--- src/hw/rtl/lidar_point_colorizer_defines.svh ---
// ----------------------------------------------------------------------------
// Lidar point colorizer assertion macros
// Assertion wrappers that can be compiled out with ASSERT_OFF.
// ----------------------------------------------------------------------------
`ifndef LIDAR_POINT_COLORIZER_DEFINES_SVH
`define LIDAR_POINT_COLORIZER_DEFINES_SVH
`ifndef ASSERT_OFF
`define LPC_ASSERT(label, clk, rst_n, prop) \
    label: assert property (@(posedge clk) disable iff (!rst_n) (prop)) \
        else $error("lidar_point_colorizer: assertion failed");
`define LPC_ASSERT_NEXT(label, clk, rst_n, cond, expct) \
    label: assert property (@(posedge clk) disable iff (!rst_n) (cond) |=> (expct)) \
        else $error("lidar_point_colorizer: assertion failed");
`else
`define LPC_ASSERT(label, clk, rst_n, prop)
`define LPC_ASSERT_NEXT(label, clk, rst_n, cond, expct)
`endif
`endif

--- src/hw/rtl/lpc_pkg.sv ---
// ----------------------------------------------------------------------------
// Lidar point colorizer package
// Shared types, sizes and register codes of the colorizer.
// ----------------------------------------------------------------------------
package lpc_pkg;

    localparam int MAX_COLS    = 1024;
    localparam int MAX_ROWS    = 512;
    localparam int COL_W       = $clog2(MAX_COLS);
    localparam int ROW_W       = $clog2(MAX_ROWS);
    localparam int FRAME_DEPTH = MAX_COLS * MAX_ROWS;
    localparam int ADDR_W      = $clog2(FRAME_DEPTH);

    localparam int PT_W   = 20;
    localparam int P_W    = 21;
    localparam int PR_W   = 37;
    localparam int CAM_W  = 37;
    localparam int LO_W   = 19;
    localparam int PPL_W  = 16 + LO_W;
    localparam int PPH_W  = 17 + CAM_W - LO_W;
    localparam int NUM_W  = 54;
    localparam int DEN_W  = CAM_W + 4;
    localparam int Q_W    = ((COL_W > ROW_W) ? COL_W : ROW_W) + 1;
    localparam int DW     = ((NUM_W > DEN_W + Q_W) ? NUM_W : DEN_W + Q_W) + 1;
    localparam int LIM_W  = (Q_W > 11) ? Q_W : 11;

    localparam int CFG_ADDR_W = 6;
    localparam int CFG_DATA_W = 64;

    typedef enum logic [2:0] {
        REG_ROT_X,
        REG_ROT_Y,
        REG_ROT_Z,
        REG_OFFSET,
        REG_FOCAL,
        REG_PRINCIPAL,
        REG_COLS,
        REG_ROWS
    } t_reg_idx;

    localparam logic [47:0] RST_ROT_X     = 48'h0000_0000_4000;
    localparam logic [47:0] RST_ROT_Y     = 48'h0000_4000_0000;
    localparam logic [47:0] RST_ROT_Z     = 48'h4000_0000_0000;
    localparam logic [47:0] RST_OFFSET    = 48'h0;
    localparam logic [31:0] RST_FOCAL     = 32'h1320_1320;
    localparam logic [31:0] RST_PRINCIPAL = 32'h0B7D_13D3;
    localparam logic [10:0] RST_COLS      = 11'd640;
    localparam logic [9:0]  RST_ROWS      = 10'd360;

    typedef struct packed {
        logic                action;
        logic signed [19:0]  point_x;
        logic signed [19:0]  point_y;
        logic signed [19:0]  point_z;
        logic [9:0]          pixel_col;
        logic [8:0]          pixel_row;
        logic [7:0]          pixel_red;
        logic [7:0]          pixel_green;
        logic [7:0]          pixel_blue;
    } t_in_item;

    typedef struct packed {
        logic signed [19:0]  colored_x;
        logic signed [19:0]  colored_y;
        logic signed [19:0]  colored_z;
        logic [7:0]          colored_red;
        logic [7:0]          colored_green;
        logic [7:0]          colored_blue;
        logic [9:0]          image_u;
        logic [8:0]          image_v;
    } t_out_item;

    typedef struct packed {
        logic                is_point;
        logic signed [19:0]  x;
        logic signed [19:0]  y;
        logic signed [19:0]  z;
        logic [9:0]          col;
        logic [8:0]          row;
        logic [23:0]         rgb;
    } t_side;

    typedef struct packed {
        logic [2:0][2:0][15:0] rot;
        logic [2:0][15:0]      offset;
        logic [15:0]           fx;
        logic [15:0]           fy;
        logic [15:0]           cx;
        logic [15:0]           cy;
        logic [10:0]           cols;
        logic [9:0]            rows;
    } t_cfg;

endpackage

--- src/hw/rtl/lpc_cfg.sv ---
// ----------------------------------------------------------------------------
// Lidar point colorizer configuration registers
// APB register file holding the calibration and frame size.
// ----------------------------------------------------------------------------
module lpc_cfg (
    input  logic                              i_clk,
    input  logic                              i_rst_n,
    input  logic                              psel,
    input  logic                              penable,
    input  logic                              pwrite,
    input  logic [lpc_pkg::CFG_ADDR_W-1:0]    paddr,
    input  logic [lpc_pkg::CFG_DATA_W-1:0]    pwdata,
    output logic [lpc_pkg::CFG_DATA_W-1:0]    prdata,
    output logic                              pready,
    output lpc_pkg::t_cfg                     o_cfg
);

    logic [47:0] r_rot_x;
    logic [47:0] r_rot_y;
    logic [47:0] r_rot_z;
    logic [47:0] r_offset;
    logic [31:0] r_focal;
    logic [31:0] r_principal;
    logic [10:0] r_cols;
    logic [9:0]  r_rows;
    lpc_pkg::t_reg_idx w_idx;

    assign w_idx  = lpc_pkg::t_reg_idx'(paddr[lpc_pkg::CFG_ADDR_W-1:3]);
    assign pready = 1'b1;

    always_ff @(posedge i_clk) begin
        if (!i_rst_n) begin
            r_rot_x     <= lpc_pkg::RST_ROT_X;
            r_rot_y     <= lpc_pkg::RST_ROT_Y;
            r_rot_z     <= lpc_pkg::RST_ROT_Z;
            r_offset    <= lpc_pkg::RST_OFFSET;
            r_focal     <= lpc_pkg::RST_FOCAL;
            r_principal <= lpc_pkg::RST_PRINCIPAL;
            r_cols      <= lpc_pkg::RST_COLS;
            r_rows      <= lpc_pkg::RST_ROWS;
        end else if (psel && penable && pwrite) begin
            case (w_idx)
                lpc_pkg::REG_ROT_X:     r_rot_x     <= pwdata[47:0];
                lpc_pkg::REG_ROT_Y:     r_rot_y     <= pwdata[47:0];
                lpc_pkg::REG_ROT_Z:     r_rot_z     <= pwdata[47:0];
                lpc_pkg::REG_OFFSET:    r_offset    <= pwdata[47:0];
                lpc_pkg::REG_FOCAL:     r_focal     <= pwdata[31:0];
                lpc_pkg::REG_PRINCIPAL: r_principal <= pwdata[31:0];
                lpc_pkg::REG_COLS:      r_cols      <= pwdata[10:0];
                lpc_pkg::REG_ROWS:      r_rows      <= pwdata[9:0];
                default: ;
            endcase
        end
    end

    always_comb begin
        case (w_idx)
            lpc_pkg::REG_ROT_X:     prdata = lpc_pkg::CFG_DATA_W'(r_rot_x);
            lpc_pkg::REG_ROT_Y:     prdata = lpc_pkg::CFG_DATA_W'(r_rot_y);
            lpc_pkg::REG_ROT_Z:     prdata = lpc_pkg::CFG_DATA_W'(r_rot_z);
            lpc_pkg::REG_OFFSET:    prdata = lpc_pkg::CFG_DATA_W'(r_offset);
            lpc_pkg::REG_FOCAL:     prdata = lpc_pkg::CFG_DATA_W'(r_focal);
            lpc_pkg::REG_PRINCIPAL: prdata = lpc_pkg::CFG_DATA_W'(r_principal);
            lpc_pkg::REG_COLS:      prdata = lpc_pkg::CFG_DATA_W'(r_cols);
            lpc_pkg::REG_ROWS:      prdata = lpc_pkg::CFG_DATA_W'(r_rows);
            default:                prdata = '0;
        endcase
    end

    assign o_cfg.rot[0] = r_rot_x;
    assign o_cfg.rot[1] = r_rot_y;
    assign o_cfg.rot[2] = r_rot_z;
    assign o_cfg.offset = r_offset;
    assign o_cfg.fx     = r_focal[15:0];
    assign o_cfg.fy     = r_focal[31:16];
    assign o_cfg.cx     = r_principal[15:0];
    assign o_cfg.cy     = r_principal[31:16];
    assign o_cfg.cols   = r_cols;
    assign o_cfg.rows   = r_rows;

endmodule

--- config.mk ---
export PLATFORM = sky130hd
export DESIGN_NAME = lpc_cfg
export DESIGN_NICKNAME = d
export VERILOG_FILES = /design/src/hw/rtl/lidar_point_colorizer_defines.svh /design/src/hw/rtl/lpc_pkg.sv /design/src/hw/rtl/lpc_cfg.sv
export SDC_FILE = /design/constraint.sdc
export NUM_CORES = 1
export LEC_CHECK = 0
export ABC_AREA = 1
export BUFFER_PORTS_ARGS = -buffer_cell sky130_fd_sc_hd__buf_2
export CAP_MARGIN = 40
export CORE_UTILIZATION = 40
export CTS_CLUSTER_SIZE = 8
export DETAILED_ROUTE_END_ITERATION = 10
export PLACE_DENSITY_LB_ADDON = 0.2
export SLEW_MARGIN = 10
export SYNTH_ARGS = -nofsm -noshare
export SYNTH_HDL_FRONTEND = slang
export SYNTH_SLANG_ARGS = --single-unit
--- constraint.sdc ---
create_clock -name i_clk -period 4.3 [get_ports i_clk]
set_input_delay 1.075 -clock i_clk [delete_from_list [all_inputs] [get_ports i_clk]]
set_output_delay 1.075 -clock i_clk [all_outputs]
set_load 0.02 [all_outputs]
==> flow_metrics.tcl <==
set metrics [dict create \
    fillers 3058 \
    worst-slew-pin-transition_ns 0.9021 \
    drcViolationCount 0 \
    switching_power_mw 1.504 \
    utilization_pct 50.73 \
    hp-class "reg2reg" \
    clock_path_buffers 3 \
    cp_cell_sequence "buf_4 > nand3_2 > o21ai_0 > inv_1 > nand3_1 > buf_2" \
    clk_latency_ns 0.52 \
    synth_most_common_cell "nor2_1" \
    design_power_total_mw 5.909 \
    multi_input_area_mm2 0.005814 \
    grt_pass1_vias 12280 \
    period_minus_slack_ns 3.808 \
    met3_length_um 4426 \
    grt_max_degree 130 \
    drt_iter0_markers 1247 \
    clk_pin_slew_ns 0.05 \
    cts_root_buf "clkbuf_16" \
    postSynthCellCount 1802 \
    core.rowCount 64 \
    r2r_end "r_rot_x[20]" \
    yosysSeqAreaShare_pct 44.57 \
    powerDensity_mw_per_mm2 380.8 \
    synth.lib_cells_used.distinct 26 \
    die_x_um 178.4 \
    hold_start "r_principal[9]" \
    setup_viol 0 \
    dr_wl_met2_um 21750 \
    synthTopCellsByArea "dfxtp_1, nor2_1, o21ai_0, nand2_1, nand4_1" \
    syn_area_mm2 0.01244 \
    yosysTopAreaCell "dfxtp_1" \
    core-area_mm2 0.03059 \
    cts-hold-fix-buffers 0 \
    cp_slowest_cell "o21ai_0" \
    place.gp.congestion 0.9114 \
    cts_sinks 277 \
    fmax_mhz 262.6 \
    synth_top_area_share_pct 44.57 \
    ys_seq_elements 277 \
    antenna_left 0 \
    setup_tns_ns 0 \
    wl_per_cell_um 20.00 \
    wl_met1_um 21820 \
    r2r-start "r_rot_x[20]" \
    grt_overflow 0 \
    synth.top_cells.by_count "nor2_1, dfxtp_1, o21ai_0" \
    swShare_pct 25.45 \
    holdPathEnd "r_principal[9]" \
    crit_family "buffers and inverters" \
    p_clk_share_pct 47.1 \
    n_antenna_cell 0 \
    crit_required_ns 3.22 \
    slowest_delay_ns 0.56 \
    cp-end-kind "primary output" \
    grt_pass1_wl_um 73920 \
    slew_viol_final 0 \
    crit_arrival_ns 2.73 \
    cts_tree "built" \
    irDropWorstVdd_mv 0.2609 \
    first_pass_iters 6 \
    hold_viol_final 0 \
    top_layer "met4" \
    synth-edff-count 0 \
    io_pins 417 \
    initial_core_util_pct 40.67 \
    dr_total_vias 13640 \
    syn_area_per_cell_um2 6.904 \
    via_per_inst 5.464 \
    rsz0062_at_grt "no" \
    crit_buf_inv 3 \
    clock-skew-final_ns 0 \
    cts_htree_levels 2 \
    status "finished clean" \
    async_flop_share_pct 0 \
    fin_crit_sh_pct 88.56 \
    antenna_found_initial 0 \
    maxCapViolations 0 \
    drive_gt1_share_pct 22.94 \
    combPwrFrac_pct 8.3 \
    regArea_mm2 0.005545 \
    cts_setup_buffers 0 \
    p_leak_nw 7.674 \
    syn2layout_area_growth_pct 24.73 \
    yosysWarnings 0 \
    max_slew_margin_pct 39.86 \
    grt_use_total_pct 30.25 \
    dp_hpwl_um 32910 \
    nNetsFinal 2175 \
    rrSetupSlack_ns 3.60 \
    min_path_cells 2 \
    ys.flop_type "dfxtp_1" \
    die-area_mm2 0.03181 \
    ctsResizeCount 0 \
    routed_wl_um 49940 \
    place.port_buffers 380 \
    crit_type "in2out" \
    p_seq_share_pct 44.5 \
    die_h_um 178.4 \
    cts_made_buffers 40 \
    crit_path_max_fanout 20 \
    r2r_cells 2 \
    p_int_mw 4.405 \
    start_kind "input port" \
]
[cells in the final DEF (no fill, tap or decap), drive strengths merged]
cell type,netlist,routed
buf,77,417
clkbuf,99,43
clkinv,2,3
conb,2,17
dfxtp,277,277
inv,86,85
nand2,201,201
nand3,92,92
nand4,118,118
nor2,476,476
nor3,95,95
o211ai,12,12
o21ai,265,265
[worst min-delay path, cell delays in order, from the launching register on]
cell,delay [ns]
dfxtp_1,0.32
nand2_1,0.06
nand3_1,0.05
[per-layer routing]
metal  vias to the layer above  global-route usage (%)
li1                       6500                       -
met1                      6345                   41.80
met2                       685                   45.41
met3                       113                   6.692
met4                         0                   12.04
met5                         -                       0
[through the flow]
stage	hold slack (ns)	instance area (µm²)	setup slack, ns	cells
after global routing	0.5012	15520	0.3561	2497
after floorplan	0.5541	12500	1.106	1817
after CTS	0.4813	15520	0.4795	2497
after detailed placement	0.4670	14470	0.4966	2454
final	0.4848	15520	0.4920	2497
after global placement	0.4612	14430	0.4368	2452
[final cells by class]
type	instances	area share [%]
multi-input combinational	1276	37.47
clock buffer	43	6.725
inverter	88	2.145
sequential	277	35.74
tap	396	3.193
timing repair buffer	417	14.73
[power by group through the flow]
| stage | combinational [mW] | clock (mW) | sequential [mW] |
|---|---|---|---|
| floorplan | 0.249 | 0 | 2.72 |
| global route | 0.522 | 2.94 | 2.63 |
| CTS | 0.486 | 2.83 | 2.63 |
| detailed placement | 0.485 | 0 | 2.68 |
| finish | 0.492 | 2.78 | 2.63 |
| global placement | 0.483 | 0 | 2.68 |
[logic make-up after synthesis]
family / after synthesis / synth area share, %
simple gates: 982 / 34.60
other cells: 2 / 0.06037
flops: 277 / 44.57
compound gates: 277 / 11.38
buf+inv: 264 / 9.383
[how the worst max path moves through the flow]
stage / cells past startpoint / to / slack, ns / start
after detailed placement: 6 / prdata[29] / 0.50 / paddr[3]
after CTS: 6 / prdata[29] / 0.48 / paddr[3]
final: 6 / prdata[29] / 0.49 / paddr[3]
after global placement: 6 / prdata[29] / 0.44 / paddr[3]
after global routing: 6 / prdata[29] / 0.36 / paddr[3]
after floorplan: 8 / prdata[0] / 1.11 / paddr[4]
[registers in the layout, summed over array words and instances, names as in the netlist]
register,flops
r_rot_x,48
r_focal,32
r_offset,48
r_cols,11
r_rot_z,48
r_principal,32
r_rows,10
r_rot_y,48
(Power assumes the default switching activity.)
